**config.mk**
```make
export PLATFORM = sky130hd
export DESIGN_NAME = array_tree_preorder_emitter_top
export DESIGN_NICKNAME = d
export VERILOG_FILES = /design/src/rtl/atpe_pkg.sv /design/src/rtl/array_tree_preorder_emitter_top.sv /design/src/rtl/atpe_tree_mem.sv
export VERILOG_INCLUDE_DIRS = /design/src /design/src/rtl
export SDC_FILE = /design/constraint.sdc
export NUM_CORES = 1
export LEC_CHECK = 0
export BUFFER_PORTS_ARGS = -buffer_cell sky130_fd_sc_hd__buf_4
export CAP_MARGIN = 15
export CORE_MARGIN = 1
export CORE_UTILIZATION = 57
export DETAILED_ROUTE_END_ITERATION = 8
export PLACE_DENSITY = 0.84
export SLEW_MARGIN = 25
export SYNTH_ARGS = -nofsm -noshare
export SYNTH_HDL_FRONTEND = slang
export SYNTH_SLANG_ARGS = --single-unit
```
**constraint.sdc**
```tcl
create_clock -name aclk -period 5.7 [get_ports aclk]
set_input_delay 0.285 -clock aclk [delete_from_list [all_inputs] [get_ports aclk]]
set_output_delay 0.285 -clock aclk [all_outputs]
set_load 0.02 [all_outputs]
```
**src/rtl/array_tree_preorder_emitter_top_macros.svh**
```systemverilog
// Assertion macros shared by the array tree preorder emitter RTL.
`ifndef ARRAY_TREE_PREORDER_EMITTER_TOP_MACROS_SVH
`define ARRAY_TREE_PREORDER_EMITTER_TOP_MACROS_SVH

// Checks that the consequent holds in the same cycle as the antecedent.
`define ATPE_ASSERT_NOW(lbl, clk, rstn, ante, cons, msg) \
    lbl: assert property (@(posedge clk) disable iff (!(rstn)) (ante) |-> (cons)) \
        else $error(msg);

// Checks that the consequent holds in the cycle after the antecedent.
`define ATPE_ASSERT_NEXT(lbl, clk, rstn, ante, cons, msg) \
    lbl: assert property (@(posedge clk) disable iff (!(rstn)) (ante) |=> (cons)) \
        else $error(msg);

`endif

```
**src/rtl/atpe_pkg.sv**
```systemverilog
// Package with shared constants and types of the array tree preorder emitter.
`default_nettype none

package atpe_pkg;

    localparam int TREE_SLOTS_DEF = 16;
    localparam int VALUE_W        = 32;
    localparam int TUSER_W        = 2;
    localparam int TUSER_EMPTY    = 0;
    localparam int TUSER_OVF      = 1;

    typedef enum logic [3:0] {
        ST_LOAD  = 4'b0001,
        ST_NEXT  = 4'b0010,
        ST_EVAL  = 4'b0100,
        ST_FLUSH = 4'b1000
    } state_t;

endpackage

`default_nettype wire

```
**src/rtl/array_tree_preorder_emitter_top.sv**
```systemverilog
// Top level of the array tree preorder emitter: loader, walk sequencer and output stage.
`default_nettype none

`include "array_tree_preorder_emitter_top_macros.svh"

// Loading takes one request per cycle: each value goes to the next heap slot of the
// tree store, starting at slot 1, and values beyond slot TREE_SLOTS-1 are dropped and
// flagged. The request marked last starts a preorder walk that runs on the single
// registered memory read port: every stored slot that the walk visits is read in
// ST_NEXT and then evaluated in ST_EVAL, every child slot beyond the loaded range is
// skipped in ST_NEXT, and ST_FLUSH sends the final result. The result side can stall
// the walk, and no input is taken while it runs. Slots beyond the fill count read as
// empty, so the store needs no clearing pass after reset or after a run.
module array_tree_preorder_emitter_top #(
    parameter int TREE_SLOTS = atpe_pkg::TREE_SLOTS_DEF
) (
    input  wire logic                         aclk,
    input  wire logic                         aresetn,
    input  wire logic                         s_tvalid,
    output logic                              s_tready,
    input  wire logic [atpe_pkg::VALUE_W-1:0] s_tdata,  // value
    input  wire logic                         s_tlast,  // last
    output logic                              m_tvalid,
    input  wire logic                         m_tready,
    output logic      [atpe_pkg::VALUE_W-1:0] m_tdata,  // node_value
    output logic                              m_tlast,  // run_end
    output logic      [atpe_pkg::TUSER_W-1:0] m_tuser   // empty_res, overflowed
);

    localparam int IDX_W = $clog2(TREE_SLOTS);
    localparam int CW    = IDX_W + 1;

    // Returns the done flag above the next candidate slot after the subtree at c ends.
    function automatic logic [CW:0] advance(input logic [CW-1:0] c);
        logic [CW-1:0] t;
        logic          stop;
        t    = c;
        stop = 1'b0;
        for (int i = 0; i < CW; i++) begin
            if (!stop) begin
                if (t[0]) begin
                    t = t >> 1;
                end else begin
                    stop = 1'b1;
                end
            end
        end
        return {(t == '0), t + CW'(1)};
    endfunction

    atpe_pkg::state_t state_reg, state_next;
    logic [IDX_W-1:0] fill_reg, fill_next;
    logic             ovf_reg, ovf_next;
    logic [CW-1:0]    cand_reg, cand_next;
    logic             pend_valid_reg, pend_valid_next;
    logic [atpe_pkg::VALUE_W-1:0] pend_reg, pend_next;

    logic                         m_tvalid_reg, m_tvalid_next;
    logic [atpe_pkg::VALUE_W-1:0] m_tdata_reg, m_tdata_next;
    logic                         m_tlast_reg, m_tlast_next;
    logic [atpe_pkg::TUSER_W-1:0] m_tuser_reg, m_tuser_next;

    logic                         s_accept;
    logic                         out_free;
    logic [CW-1:0]                slot;
    logic                         slot_ok;
    logic                         cand_ok;
    logic [CW:0]                  adv;
    logic                         wr_en;
    logic [atpe_pkg::VALUE_W-1:0] rd_data;

    assign s_tready = (state_reg == atpe_pkg::ST_LOAD);
    assign s_accept = s_tvalid && s_tready;
    assign out_free = !m_tvalid_reg || m_tready;
    assign slot     = {1'b0, fill_reg} + CW'(1);
    assign slot_ok  = (slot < CW'(TREE_SLOTS));
    assign cand_ok  = (cand_reg < CW'(TREE_SLOTS)) && (cand_reg <= {1'b0, fill_reg});
    assign adv      = advance(cand_reg);
    assign wr_en    = s_accept && slot_ok;

    atpe_tree_mem #(
        .DEPTH (TREE_SLOTS),
        .WIDTH (atpe_pkg::VALUE_W)
    ) u_mem (
        .aclk    (aclk),
        .wr_en   (wr_en),
        .wr_addr (slot[IDX_W-1:0]),
        .wr_data (s_tdata),
        .rd_addr (cand_reg[IDX_W-1:0]),
        .rd_data (rd_data)
    );

    always_comb begin
        state_next      = state_reg;
        fill_next       = fill_reg;
        ovf_next        = ovf_reg;
        cand_next       = cand_reg;
        pend_valid_next = pend_valid_reg;
        pend_next       = pend_reg;
        m_tvalid_next   = m_tvalid_reg && !m_tready;
        m_tdata_next    = m_tdata_reg;
        m_tlast_next    = m_tlast_reg;
        m_tuser_next    = m_tuser_reg;

        case (state_reg)
            atpe_pkg::ST_LOAD: begin
                if (s_accept) begin
                    if (slot_ok) begin
                        fill_next = slot[IDX_W-1:0];
                    end else begin
                        ovf_next = 1'b1;
                    end
                    if (s_tlast) begin
                        cand_next       = CW'(1);
                        pend_valid_next = 1'b0;
                        state_next      = atpe_pkg::ST_NEXT;
                    end
                end
            end
            atpe_pkg::ST_NEXT: begin
                if (cand_ok) begin
                    state_next = atpe_pkg::ST_EVAL;
                end else if (adv[CW]) begin
                    state_next = atpe_pkg::ST_FLUSH;
                end else begin
                    cand_next = adv[CW-1:0];
                end
            end
            atpe_pkg::ST_EVAL: begin
                if (rd_data != '0) begin
                    if (!pend_valid_reg || out_free) begin
                        if (pend_valid_reg) begin
                            m_tvalid_next = 1'b1;
                            m_tdata_next  = pend_reg;
                            m_tlast_next  = 1'b0;
                            m_tuser_next  = '0;
                            m_tuser_next[atpe_pkg::TUSER_OVF] = ovf_reg;
                        end
                        pend_valid_next = 1'b1;
                        pend_next       = rd_data;
                        cand_next       = {cand_reg[CW-2:0], 1'b0};
                        state_next      = atpe_pkg::ST_NEXT;
                    end
                end else if (adv[CW]) begin
                    state_next = atpe_pkg::ST_FLUSH;
                end else begin
                    cand_next  = adv[CW-1:0];
                    state_next = atpe_pkg::ST_NEXT;
                end
            end
            atpe_pkg::ST_FLUSH: begin
                if (out_free) begin
                    m_tvalid_next = 1'b1;
                    m_tdata_next  = pend_valid_reg ? pend_reg : '0;
                    m_tlast_next  = 1'b1;
                    m_tuser_next  = '0;
                    m_tuser_next[atpe_pkg::TUSER_EMPTY] = !pend_valid_reg;
                    m_tuser_next[atpe_pkg::TUSER_OVF]   = ovf_reg;
                    fill_next       = '0;
                    ovf_next        = 1'b0;
                    pend_valid_next = 1'b0;
                    state_next      = atpe_pkg::ST_LOAD;
                end
            end
            default: begin
                state_next = atpe_pkg::ST_LOAD;
            end
        endcase
    end

    always_ff @(posedge aclk) begin
        if (!aresetn) begin
            state_reg      <= atpe_pkg::ST_LOAD;
            fill_reg       <= '0;
            ovf_reg        <= 1'b0;
            cand_reg       <= '0;
            pend_valid_reg <= 1'b0;
            m_tvalid_reg   <= 1'b0;
        end else begin
            state_reg      <= state_next;
            fill_reg       <= fill_next;
            ovf_reg        <= ovf_next;
            cand_reg       <= cand_next;
            pend_valid_reg <= pend_valid_next;
            m_tvalid_reg   <= m_tvalid_next;
        end
    end

    always_ff @(posedge aclk) begin
        pend_reg    <= pend_next;
        m_tdata_reg <= m_tdata_next;
        m_tlast_reg <= m_tlast_next;
        m_tuser_reg <= m_tuser_next;
    end

    assign m_tvalid = m_tvalid_reg;
    assign m_tdata  = m_tdata_reg;
    assign m_tlast  = m_tlast_reg;
    assign m_tuser  = m_tuser_reg;

    `ATPE_ASSERT_NOW(a_empty_is_final, aclk, aresetn,
        m_tvalid && m_tuser[atpe_pkg::TUSER_EMPTY], m_tlast && (m_tdata == '0),
        "empty result must be the final result and carry a zero value")
    `ATPE_ASSERT_NOW(a_eval_in_range, aclk, aresetn,
        state_reg == atpe_pkg::ST_EVAL, cand_ok,
        "walk evaluates a slot outside the loaded range")
    `ATPE_ASSERT_NEXT(a_run_clears, aclk, aresetn,
        (state_reg == atpe_pkg::ST_FLUSH) && out_free,
        (fill_reg == '0) && !ovf_reg && m_tvalid && m_tlast,
        "run end must send the final result and clear the store state")
    `ATPE_ASSERT_NOW(a_no_load_in_walk, aclk, aresetn,
        state_reg != atpe_pkg::ST_LOAD, !wr_en,
        "tree store written while a walk runs")

endmodule

`default_nettype wire

```
**src/rtl/atpe_tree_mem.sv**
```systemverilog
// Tree store memory with one write port and one registered read port.
`default_nettype none

module atpe_tree_mem #(
    parameter int DEPTH = atpe_pkg::TREE_SLOTS_DEF,
    parameter int WIDTH = atpe_pkg::VALUE_W,
    localparam int ADDR_W = $clog2(DEPTH)
) (
    input  wire logic              aclk,
    input  wire logic              wr_en,
    input  wire logic [ADDR_W-1:0] wr_addr,
    input  wire logic [WIDTH-1:0]  wr_data,
    input  wire logic [ADDR_W-1:0] rd_addr,
    output logic      [WIDTH-1:0]  rd_data
);

    logic [WIDTH-1:0] mem [DEPTH];

    always_ff @(posedge aclk) begin
        if (wr_en) begin
            mem[wr_addr] <= wr_data;
        end
        rd_data <= mem[rd_addr];
    end

endmodule

`default_nettype wire

```
After elaboration in Yosys (flattened, before gate mapping)
Memories as Yosys holds them, arrays and structs flattened. A register that Yosys moved wholly into a read port is not among the register bits.
Cells that the tools add are included.
- register bits after elaboration: 83
- RAM bits: 512
- output and inout port bits: 37
- bits of input ports: 37
- memories kept: 1
- reductions and logical operators: 22
- $lt $le $gt $ge: 3
- add/subtract/negate cells: 2
- equality and inequality tests: 15
- mux-type cells: 68
- memories (name ; depth ; bits a word ; rd ports ; clocked after Yosys merged registers in ; wr ports ; line ; RTL):
    u_mem.mem ; 16 ; 32 ; 1 ; 1 ; 1 ; atpe_tree_mem.sv:17 ; logic [WIDTH-1:0] mem [DEPTH];
- operator list (operator ; number):
    32-bit two-way mux ; 5
    5-bit two-way mux ; 15
    32-bit case mux with 2 select lines ; 1
    4-bit two-way mux ; 11
    32-bit nonzero test ; 1
    1-bit two-way mux ; 24
    4-bit case mux with 4 select lines ; 1
    5-bit case mux with 3 select lines ; 1
    5-bit AND reduction ; 3
    2-bit inequality test, second input constant ; 6
    5-bit less-than comparator, second input constant ; 2
    2-bit two-way mux ; 4
    4-bit case mux with 2 select lines ; 1
    4-bit AND reduction ; 2
    2-bit by 1-bit inequality test with 1-bit output, second input constant ; 3
    3-bit inequality test, second input constant ; 2
    1-bit case mux with 2 select lines ; 3
    6-bit AND reduction ; 1
    3-bit nonzero test ; 2
    4-bit by 1-bit adder with 5-bit output, second input constant ; 1
    5-bit by 1-bit adder with 5-bit output, second input constant ; 1
    5-bit by 4-bit less-or-equal comparator with 1-bit output ; 1
    5-bit logical NOT ; 1
    4-bit by 1-bit == test with 1-bit output, second input constant ; 1
    10 further kinds ; 17

Longest topological paths before layout
Gate-level depths: netlist of run 1.
- depth in word-level cells: 13
- gate-level depth with buffers: 13

Modules after synthesis
A second synthesis of run 1 with hierarchy kept.
- cells, all modules: 1109
- area total of the unflattened synthesis: 23382.4 µm²
- modules (own cells, without submodules) (module ; area each (µm²) ; times used ; cells an instance ; sequential area each (µm²)):
    atpe_tree_mem ; 19835.3 ; 1 ; 838 ; 16015.4
    array_tree_preorder_emitter_top ; 3547.2 ; 1 ; 271 ; 2332.2

Least setup slack after synthesis of run 1
Ideal clock, no wire load.
- path type: register to register
- from: register state_reg[3]
- to: register m_tdata_reg (netlist bit m_tdata[0]) (enable)
- data arrival time: 3.692 ns
- cell stages (with the launch flop): 4
- setup slack: 1.527 ns
- required time: 5.219 ns
- clock period less this slack: 4.173 ns
- cell sequence: dfxtp_1 or4b_1 buf_6 a211oi_1
- longest elaborated chain between the ends: 3
- ends and longest elaborated chain (what ; line ; RTL):
    from (decl) ; array_tree_preorder_emitter_top.sv:51 ; atpe_pkg::state_t state_reg, state_next;
    from (signal assigned) ; array_tree_preorder_emitter_top.sv:173 ; state_reg <= atpe_pkg::ST_LOAD;
    from (signal assigned) ; array_tree_preorder_emitter_top.sv:180 ; state_reg <= state_next;
    4-bit by 3-bit == test with 1-bit output / 4-bit == test (equally long branches) ; array_tree_preorder_emitter_top.sv:105 ; case (state_reg)
    2-bit inequality test (no line) / 2-bit nonzero test (equally long branches) ; n/a ;
    5-bit AND reduction (no line) (*) ; n/a ;
    to (signal assigned) ; array_tree_preorder_emitter_top.sv:191 ; m_tdata_reg <= m_tdata_next;
    to (decl) ; array_tree_preorder_emitter_top.sv:59 ; logic [atpe_pkg::VALUE_W-1:0] m_tdata_reg, m_tdata_next;
Every way passes the cells marked *; elsewhere a longest branch is shown, timed or not.
A chain may end at the register's enable or synchronous reset.

Worst setup path after layout of run 1
- from: register state_reg[0]
- to: memory u_mem.mem[8][15] (netlist bit) (enable)
- longest elaborated chain between the ends: 5
- ends and longest elaborated chain (what ; line ; RTL):
    4-bit by 1-bit == test with 1-bit output ; array_tree_preorder_emitter_top.sv:72 ; assign s_tready = (state_reg == atpe_pkg::ST_LOAD);
    1-bit logical AND ; array_tree_preorder_emitter_top.sv:73 ; assign s_accept = s_tvalid && s_tready;
    1-bit logical AND ; array_tree_preorder_emitter_top.sv:79 ; assign wr_en = s_accept && slot_ok;
    1-bit two-way mux ; atpe_tree_mem.sv:20 ; if (wr_en) begin
    1-bit two-way mux (implied by the code) ; atpe_tree_mem.sv:21 ; mem[wr_addr] <= wr_data;
    to (decl) ; atpe_tree_mem.sv:17 ;
No other way between the ends.

==> reports/metrics.csv, run 1 <==
stage,metric,value,unit
critical_path,cp_slowest_cell,nor2_4,
synthesis,synthesis.area,23500,um^2
clocking,clk_pin_slew,0.06,ns
critical_path,end_kind,register,
synthesis,synth_common_cells,"edfxtp_1 (579), mux4_2 (160), dfxtp_1 (48), nor2_1 (35), nor2b_1 (35)",
floorplanning,start_util,57.7,%
timing,final-max-slew-violation-count,0,
final_layout,top_register,u_mem.mem,
critical_path,crit_arrival,3.40,ns
synthesis,synth_compound_area_share,1.61,%
synthesis,synthesis.nets,1094,
drt,viasPerCell,6.43,
final_layout,largest_reg_flops,512,
grt,grt-ovfl-total,0,
synthesis,yosys.area.top_type_share,74.0,%
synthesis,syn_avg_cell_area,22.4,um^2
worst_hold_path,hold_start,s_tlast,
pwr,vdd_drop_max,0.000302,V
placement,io_buffers,73,
floorplanning,dieArea,42100,um^2
drt,drtIter0Drc,1279,
synthesis,synth_cell_types,53,
synthesis,yosys.area_share.adder,0.532,%
floorplanning,die_h,205,um
clocking,cts_root_buf,clkbuf_16,
final_layout,layout.nets,1242,
final_layout,stdcell_area,27300,um^2
synthesis,synth_edf_count,579,
drt,ant_nets,0,
critical_path,crit_chain,nor4b_4 > and3_1 > nand2_1 > nor2_4 > buf_4,
clocking,ctsResizeCount,0,
clocking,numCtsBuffers,57,
pwr,seq_power_share,48.4,%
synthesis,synthSimpleGateAreaFrac,3.16,%
worst_hold_path,holdPathEnd,state_reg[0]$_SDFFE_PN1P_,
placement,dpl_worst_slack,2.60,ns
critical_path,crit_required,5.98,ns
clocking,cts.sinks,627,
clocking,cts_tree,done,
pwr,p_int,8760,uW
pwr,p_leak,0.00866,uW
synthesis,synthMuxAreaShare,15.3,%
grt,track_usage,25.8,%
timing,final.setup.tns,0,ns
critical_path,critPathLaunch,state_reg[0]$_SDFFE_PN1P_,
critical_path,critPathKind,register to register,
drt,highest_layer,met4,
flow_run,max_cap_violations,0,
timing,rsz0062_at_grt,false,
grt,grt_pass1_vias,11600,
timing,max_freq,321,MHz
pwr,p_sw_share,26.5,%
floorplanning,die_width,205,um
worst_hold_path,hold_class,input pin to register,
timing,maxSlewHeadroom,31.0,%
synthesis,yosys.area.top_type,edfxtp_1,
critical_path,start_kind,register,
pwr,clock_power_share,31.4,%
pwr,combPwrFrac,20.2,%
critical_path,critPathMaxFanout,17,
drt,met1Wirelength,19700,um
final_layout,areaGrowthSynthToFinish,16.1,%
synthesis,async_reset_ff_share,0,%
drt,routed-wl-met3,3760,um
placement,dpl_cell_area,25100,um^2
timing,worst_slack,2.58,ns
grt,grt_max_degree,61,
timing,min_period,3.12,ns
clocking,clockBufferDepth,3,
floorplanning,row_count,74,
clocking,clk_latency,0.63,ns
critical_path,rr_startpoint,state_reg[0]$_SDFFE_PN1P_,
timing,min_period_over_period,54.7,%
drt,wl,52200,um
synthesis,synth_top_family_by_area,multiplexers,
timing,setup_viol,0,
pwr,powerDensity,437,nW/um^2
drt,num_vias,11400,
worst_hold_path,min_path_cells,4,
timing,finalHoldViolCount,0,
grt,grt_antenna_before_repair,0,
critical_path,rrSetupSlack,2.58,ns
drt,first_pass_iters,5,
critical_path,r2r_end,u_mem.mem[8][15]$_DFFE_PP_,
timing,finClkSkew,0.0268,ns
critical_path,cpPeakStageDelay,0.69,ns
drt,dr_wl_met2,27400,um
clocking,cts_max_level,2,
pwr,switchingPower,3160,uW
synthesis,ys_warn_count,0,
floorplanning,core,40700,um^2
grt,grt_pass1_wl,76600,um
critical_path,r2r_cells,5,
placement,place_congestion,0.805,
timing,tightest_slew,1.02,ns
floorplanning,io_pins,74,
synthesis,yosysMostFrequentCell,edfxtp_1,
synthesis,synth_xor_area_share,0.186,%
synthesis,synthFlopType,edfxtp_1,
synthesis,synth_area_leaders,"edfxtp_1 (74%), mux4_2 (15%), dfxtp_1 (4.1%)",
final_layout,insertedDiodeCount,0,
drt,avgRoutedWirePerCell,29.4,um
synthesis,netlist_instances,1047,
outcome,status,finished clean,
drt,route.detailed.drc,0,
synthesis,ys_seq_area_share,78.1,%
synthesis,synth_seq_cells,627,
final_layout,drive_gt1_share,30.0,%
placement,dpl.hpwl,29100,um
-- metal layers --
metal | global-route usage (%) | vias to the layer above
met4 | 8.94 | 0
met2 | 43.9 | 607
met1 | 34.5 | 6044
met3 | 3.50 | 95
li1 | - | 4669
met5 | 0 | -
-- layout make-up --
cell class | instances | area (um^2)
Clock buffer | 79 | 1550
Clock inverter | 29 | 264
Fill cell | 2467 | 13400
Inverter | 10 | 50.0
Multi-Input combinational cell | 363 | 5050
Sequential cell | 627 | 18400
Tap cell | 532 | 666
Timing Repair Buffer | 136 | 1360
-- power groups by stage --
stage	clock network, uW	logic (uW)	registers (uW)
3_5_place_dp	0	2360	5850
2_1_floorplan	0	1920	5560
4_1_cts	3780	2430	5760
5_1_grt	3940	2560	5800
6_report	3740	2410	5770
3_3_place_gp	0	2230	5830
-- timing repair --
item                                    in CTS  in global routing
hold buffers                                34                  0
buffers inserted                             0                  0
endpoints found under the hold margin      518                  0
endpoints found under the setup margin       0                  0
-- kinds of logic (layout without fill, tap and decap cells) --
| group | Yosys count | after routing |
|---|---|---|
| other | 2 | 2 |
| adder cells (fa/ha/maj) | 10 | 10 |
| multiplexers | 160 | 160 |
| buffers and inverters | 57 | 254 |
| AND/OR/NAND/NOR | 132 | 132 |
| AO/OA/AOI/OAI | 54 | 54 |
| XOR/XNOR | 5 | 5 |
| flip-flops | 627 | 627 |
-- worst max-delay path by stage --
stage                                        to  slack, ns  cells past startpoint
floorplan                  m_tdata[0]$_DFFE_PP_       1.53                      3
global placement    u_mem.mem[12][12]$_DFFE_PP_       2.72                      4
detailed placement   u_mem.mem[11][3]$_DFFE_PP_       2.60                      5
CTS                  u_mem.mem[8][12]$_DFFE_PP_       2.56                      5
global route         u_mem.mem[8][14]$_DFFE_PP_       2.44                      5
finish               u_mem.mem[8][15]$_DFFE_PP_       2.58                      5
-- worst max-delay path: cells and delay by family, from the launching register on --
kind / cells / cell delay [ns]
and+or+nand+nor: 4 / 1.86
DFF: 1 / 0.47
buffers and inverters: 1 / 0.43
-- layout by cell type, fill, tap and decap left out, types with 4 or more instances in the layout --
cell / synthesis / final
edfxtp_1: 579 / 579
mux4_2: 160 / 160
buf_4: 0 / 89
clkbuf_16: 0 / 57
dfxtp_1: 48 / 45
nor2b_1: 35 / 35
dlygate4sd3_1: 0 / 34
nand2_1: 20 / 20
nor2_1: 35 / 19
clkbuf_1: 24 / 18
nor2_4: 0 / 16
o21ai_0: 15 / 15
buf_16: 0 / 12
a21oi_1: 11 / 10
ha_1: 10 / 10
clkinv_2: 0 / 10
clkinv_1: 0 / 10
inv_1: 8 / 8
nor4_1: 8 / 8
nand3_1: 6 / 6
and3_1: 5 / 5
bufinv_16: 0 / 4
clkbuf_8: 0 / 4
-- metrics by stage --
stage	utilization, %	hold WS [ns]	power (uW)	cells
final	67.0	0.0435	11900	1776
after global routing	67.0	0.0881	12300	1776
after CTS	67.0	0.0308	12000	1776
after detailed placement	61.7	0.415	8210	1634
after global placement	60.9	0.412	8050	1622
after floorplan	-	0.357	7480	1047
Note: power is estimated with default switching activity, not from simulation.
==> run 2: changes to the inputs <==
clock period = 3.2 ns   (was 5.7 ns; I/O delays follow)
==> run 2 against run 1 <==
Combinational power increased by 110%. Power increased by 85%. Worst setup slack got worse by 2.0 ns. Via count decreased by 0.80%. First-iteration DRC count decreased by 13%. Critical path type unchanged. Critical endpoint is now m_tdata[21]$_DFFE_PP_.
==> reports/metrics.csv, run 2 (same netlist as run 1, synthesis figures left out) <==
stage,metric,value,unit
critical_path,cp_slowest_cell,or2_1,
worst_hold_path,min_path_cells,4,
flow_run,max_cap_violations,0,
final_layout,final_cells,1781,
drt,highest_layer,met4,
critical_path,crit_family,simple AND/OR/NAND/NOR gates,
grt,grt_antenna_before_repair,0,
floorplanning,core,40700,um^2
placement,dpl_worst_slack,0.657,ns
pwr,powerDensity,809,nW/um^2
drt,met1Wirelength,18900,um
final_layout,mostFrequentLayoutCells,"edfxtp_1 (579), mux4_2 (160), buf_4 (99)",
critical_path,cp_num_cells,6,
final_layout,layout.nets,1247,
final_layout,mostFrequentLayoutCell,edfxtp_1,
critical_path,crit_chain,nor4_1 > nand4_1 > or2_1 > nor2_1 > a211oi_4 > buf_4,
clocking,ctsResizeCount,0,
clocking,clk_latency,0.60,ns
critical_path,crit_arrival,2.89,ns
floorplanning,dieArea,42100,um^2
drt,drtIter0Drc,1111,
timing,max_freq,385,MHz
clocking,numCtsBuffers,58,
final_layout,drive_gt1_share,31.0,%
timing,finalHoldViolCount,0,
drt,num_vias,11300,
timing,min_period_over_period,81.2,%
timing,final-max-slew-violation-count,0,
final_layout,areaGrowthSynthToFinish,16.1,%
floorplanning,die_width,205,um
critical_path,r2r_end,m_tdata[21]$_DFFE_PP_,
timing,tightest_slew,0.919,ns
critical_path,path_buf_inv,1,
critical_path,start_kind,register,
drt,first_pass_iters,5,
critical_path,crit_required,3.49,ns
clocking,clk_pin_slew,0.06,ns
clocking,cts_tree,done,
drt,avgRoutedWirePerCell,28.5,um
floorplanning,row_count,74,
critical_path,r2r_cells,6,
pwr,p_leak,0.00871,uW
drt,route.detailed.drc,0,
timing,whs,0.0866,ns
drt,dr_wl_met2,26500,um
final_layout,largest_reg_flops,512,
critical_path,critPathMaxFanout,35,
floorplanning,start_util,57.7,%
grt,grt_pass1_wl,74800,um
clocking,cts_root_buf,clkbuf_16,
floorplanning,io_pins,74,
timing,rsz0062_at_grt,false,
clocking,cts.sinks,627,
worst_hold_path,holdPathEnd,state_reg[3]$_SDFFE_PN0P_,
pwr,vdd_drop_max,0.000477,V
floorplanning,die_h,205,um
critical_path,rr_startpoint,u_mem.rd_data[17]$_DFF_P_,
timing,min_period,2.60,ns
grt,grt_max_degree,68,
timing,worst_slack,0.602,ns
critical_path,cpPeakStageDelay,0.46,ns
worst_hold_path,hold_class,input pin to register,
outcome,status,finished clean,
placement,placedCellCount,1637,
grt,grt_pass1_vias,11600,
grt,grt-ovfl-total,0,
critical_path,end_kind,register,
clocking,clockBufferDepth,3,
critical_path,critPathKind,register to register,
drt,routed-wl-met3,3940,um
drt,viasPerCell,6.36,
drt,ant_nets,0,
worst_hold_path,hold_start,m_tready,
placement,place_congestion,0.849,
final_layout,insertedDiodeCount,0,
grt,track_usage,25.0,%
timing,maxSlewHeadroom,38.6,%
drt,wl,50700,um
final_layout,top_register,u_mem.mem,
clocking,cts_max_level,2,
timing,setup_viol,0,
placement,dpl.hpwl,27000,um
timing,finClkSkew,0.0163,ns
placement,io_buffers,73,
critical_path,rrSetupSlack,0.60,ns
-- run 2: cell count changes in the layout (fill, tap and decap cells not counted), moves of 4 or more --
cell      delta
clkbuf_8     +5
buf_4       +10
clkinv_1     -6
clkbuf_1     -4
buf_16      -12
buf_12       +5
-- run 2: per-layer routing --
metal  GRT usage (%)  vias to the layer above
met4            8.47                        0
met5               0                        -
met2            42.4                      682
met3            3.98                       92
li1                -                     4671
met1            33.2                     5879
-- run 2: layout make-up --
| class | count | area [um^2] |
|---|---|---|
| inverters | 10 | 50.0 |
| flip-flops and latches | 627 | 18400 |
| fillers | 2418 | 13400 |
| clock inverters | 27 | 315 |
| well taps | 532 | 666 |
| multi-input cells | 363 | 5050 |
| repair buffers | 140 | 1210 |
| clock buffers | 82 | 1650 |
-- run 2: how the worst max path moves through the flow --
stage                         startpoint  slack (ns)                         end
6_report       u_mem.rd_data[17]$_DFF_P_        0.60       m_tdata[21]$_DFFE_PP_
5_1_grt         cand_reg[4]$_SDFFE_PN0P_        0.40    cand_reg[4]$_SDFFE_PN0P_
4_1_cts         cand_reg[4]$_SDFFE_PN0P_        0.65    cand_reg[4]$_SDFFE_PN0P_
3_5_place_dp    u_mem.rd_data[0]$_DFF_P_        0.66       m_tdata[18]$_DFFE_PP_
3_3_place_gp    u_mem.rd_data[0]$_DFF_P_        0.63       m_tdata[12]$_DFFE_PP_
2_1_floorplan  state_reg[3]$_SDFFE_PN0P_       -0.01  u_mem.mem[12][0]$_DFFE_PP_
-- run 2: repair_timing --
item / CTS / global route
hold buffers: 35 / 0
endpoints found under the hold margin: 518 / 0
setup buffers: 0 / 0
setup endpoints to repair: 0 / 0
-- run 2: per-stage QoR --
stage	setup TNS (ns)	util, %	power [uW]	instance area, um^2
final	0	67.0	22100	27300
after global routing	0	67.0	22800	27300
after CTS	0	67.0	22200	27300
after detailed placement	0	61.3	15100	25000
after global placement	0	61.3	14900	25000
after floorplan	-1.16	-	13300	23500
-- run 2: report_power, final --
part / switching, uW / total (uW) / internal (uW)
Clock: 2910 / 7070 / 4160
Sequential: 401 / 10000 / 9590
Combinational: 2510 / 5020 / 2520
-- run 2: worst reg2reg max path: cells and delay by family, from the launching register on --
| family | cells | cell delay, ns |
|---|---|---|
| buffers and inverters | 1 | 0.33 |
| AO/OA/AOI/OAI | 1 | 0.07 |
| flip-flops | 1 | 0.35 |
| AND/OR/NAND/NOR | 4 | 1.53 |
==> run 3: changes to the inputs <==
clock period = 2.65 ns   (was 3.2 ns; I/O delays follow)
==> run 3 against run 2 <==
Non-clock buffer count up 7. Global-route usage up 0.19 points. Via count about the same. Wire length up 0.14%. Die area unchanged. Final cell count up 0.28%. Cell area up 0.86%. Hold slack worse by 0.037 ns. Flip-flop and latch count unchanged. Largest cell class unchanged. Largest power group unchanged.
==> reports/metrics.csv, run 3 (same netlist as run 1, synthesis figures left out) <==
stage,metric,value,unit
clocking,cts_max_level,2,
drt,viasPerCell,6.34,
placement,io_buffers,73,
final_layout,layout.nets,1253,
drt,route.detailed.drc,0,
floorplanning,dieArea,42100,um^2
critical_path,rrSetupSlack,0.22,ns
drt,first_pass_iters,5,
clocking,clk_latency,0.60,ns
floorplanning,core,40700,um^2
drt,drtIter0Drc,1267,
critical_path,critPathKind,register to register,
final_layout,insertedDiodeCount,0,
timing,finClkSkew,0.0281,ns
drt,avgRoutedWirePerCell,28.4,um
critical_path,cp_slowest_cell,or4b_1,
placement,dpl_worst_slack,0.226,ns
timing,rsz0062_at_grt,false,
placement,place_congestion,0.803,
floorplanning,die_width,205,um
worst_hold_path,hold_class,input pin to register,
drt,num_vias,11300,
grt,grt_antenna_before_repair,1,
critical_path,crit_arrival,2.89,ns
clocking,cts_root_buf,clkbuf_16,
timing,min_period,2.43,ns
critical_path,rr_startpoint,state_reg[3]$_SDFFE_PN0P_,
critical_path,critPathMaxFanout,7,
floorplanning,start_util,57.7,%
clocking,cts_tree,done,
critical_path,cpPeakStageDelay,0.73,ns
final_layout,top_register,u_mem.mem,
clocking,cts.sinks,627,
critical_path,r2r_cells,8,
clocking,clockBufferDepth,3,
drt,wl,50800,um
timing,max_freq,412,MHz
critical_path,crit_required,3.11,ns
critical_path,crit_top_cell,nand2_1,
critical_path,crit_chain,or4b_1 > clkinv_8 > nand2_1 > nand2_1 > a21oi_1 > nand2b_1 > nand3_1 > dlygate4sd3_1,
timing,final-max-slew-violation-count,0,
outcome,status,finished clean,
pwr,vdd_drop_max,0.000573,V
pwr,p_leak,0.00877,uW
final_layout,fillCellCount,2420,
final_layout,mostFrequentLayoutCells,"edfxtp_1 (579), mux4_2 (160), buf_4 (90)",
pwr,powerDensity,972,nW/um^2
timing,worst_slack,0.222,ns
grt,grt_max_degree,71,
clocking,numCtsBuffers,57,
worst_hold_path,holdPathEnd,state_reg[3]$_SDFFE_PN0P_,
timing,min_period_over_period,91.6,%
final_layout,ff_latch_area,18400,um^2
timing,final.setup.tns,0,ns
placement,dpl.hpwl,25600,um
flow_run,max_cap_violations,0,
floorplanning,die_h,205,um
grt,grt-ovfl-total,0,
grt,grt_pass1_vias,11700,
grt,track_usage,25.2,%
floorplanning,row_count,74,
worst_hold_path,min_path_cells,5,
final_layout,multi_input_area,5050,um^2
timing,tightest_slew,0.821,ns
worst_hold_path,hold_start,m_tready,
final_layout,drive_gt1_share,31.0,%
critical_path,end_kind,register,
final_layout,areaGrowthSynthToFinish,17.1,%
critical_path,start_kind,register,
timing,finalHoldViolCount,0,
critical_path,r2r_end,state_reg[0]$_SDFFE_PN1P_,
drt,ant_nets,0,
final_layout,stdcell_area,27500,um^2
grt,grt_pass1_wl,75400,um
floorplanning,io_pins,74,
timing,setup_viol,0,
final_layout,mostFrequentLayoutCell,edfxtp_1,
clocking,clk_pin_slew,0.06,ns
placement,dpl_cell_area,25200,um^2
timing,maxSlewHeadroom,45.2,%
final_layout,largest_reg_flops,512,
## run 3: final cells by class
type,count,share of cell area [%]
Inverter,10,0.182
Timing Repair Buffer,147,5.35
Sequential cell,627,66.7
Multi-Input combinational cell,363,18.3
Clock inverter,27,1.15
Clock buffer,80,5.90
Tap cell,532,2.42
## run 3: how the worst max path moves through the flow
stage	slack [ns]	endpoint	from	cells past startpoint
floorplan	0.08	cand_reg[3]$_SDFFE_PN0P_	cand_reg[3]$_SDFFE_PN0P_	12
global placement	0.37	pend_reg[18]$_DFFE_PP_	u_mem.rd_data[7]$_DFF_P_	6
detailed placement	0.23	pend_reg[23]$_DFFE_PP_	u_mem.rd_data[1]$_DFF_P_	6
CTS	0.13	pend_reg[30]$_DFFE_PP_	u_mem.rd_data[1]$_DFF_P_	6
global route	0.04	cand_reg[4]$_SDFFE_PN0P_	cand_reg[3]$_SDFFE_PN0P_	10
finish	0.22	state_reg[0]$_SDFFE_PN1P_	state_reg[3]$_SDFFE_PN0P_	8
## run 3: what timing repair did
action,4_1_cts,5_1_grt
setup buffers,0,0
hold buffers,35,0
hold endpoints to repair,518,0
gates resized for setup,0,0
## run 3: stage by stage
stage                     util [%]  power (uW)  std cells  hold slack [ns]
final                         67.6       26800       1786           0.0498
after global routing          67.6       27700       1786           0.0724
after CTS                     67.5       26900       1785           0.0177
after detailed placement      61.9       18400       1643            0.377
after global placement        61.9       18100       1643            0.363
after floorplan                  -       16100       1047            0.204
## run 3: metal layers
layer	vias to the layer above	track usage, %	part of all wire (%)
met5	-	0	0
met4	0	7.43	2.4
met3	86	3.74	7.7
met2	617	42.2	51
met1	5936	34.6	39
li1	4688	-	-
## run 3: critical path, delay by kind of cell, from the launching register on
| kind | cells | cell delay [ns] |
|---|---|---|
| buffers and inverters | 2 | 0.70 |
| AND/OR/NAND/NOR | 5 | 1.07 |
| AO/OA/AOI/OAI | 1 | 0.06 |
| flip-flops | 1 | 0.49 |
## run 3: report_power, final
part	total, uW	switching (uW)	internal (uW)	leakage, uW
combinational	6320	3200	3110	0.00219
sequential	12000	427	11600	0.00563
clock	8440	3490	4950	0.000944
total	26800	7120	19700	0.00877
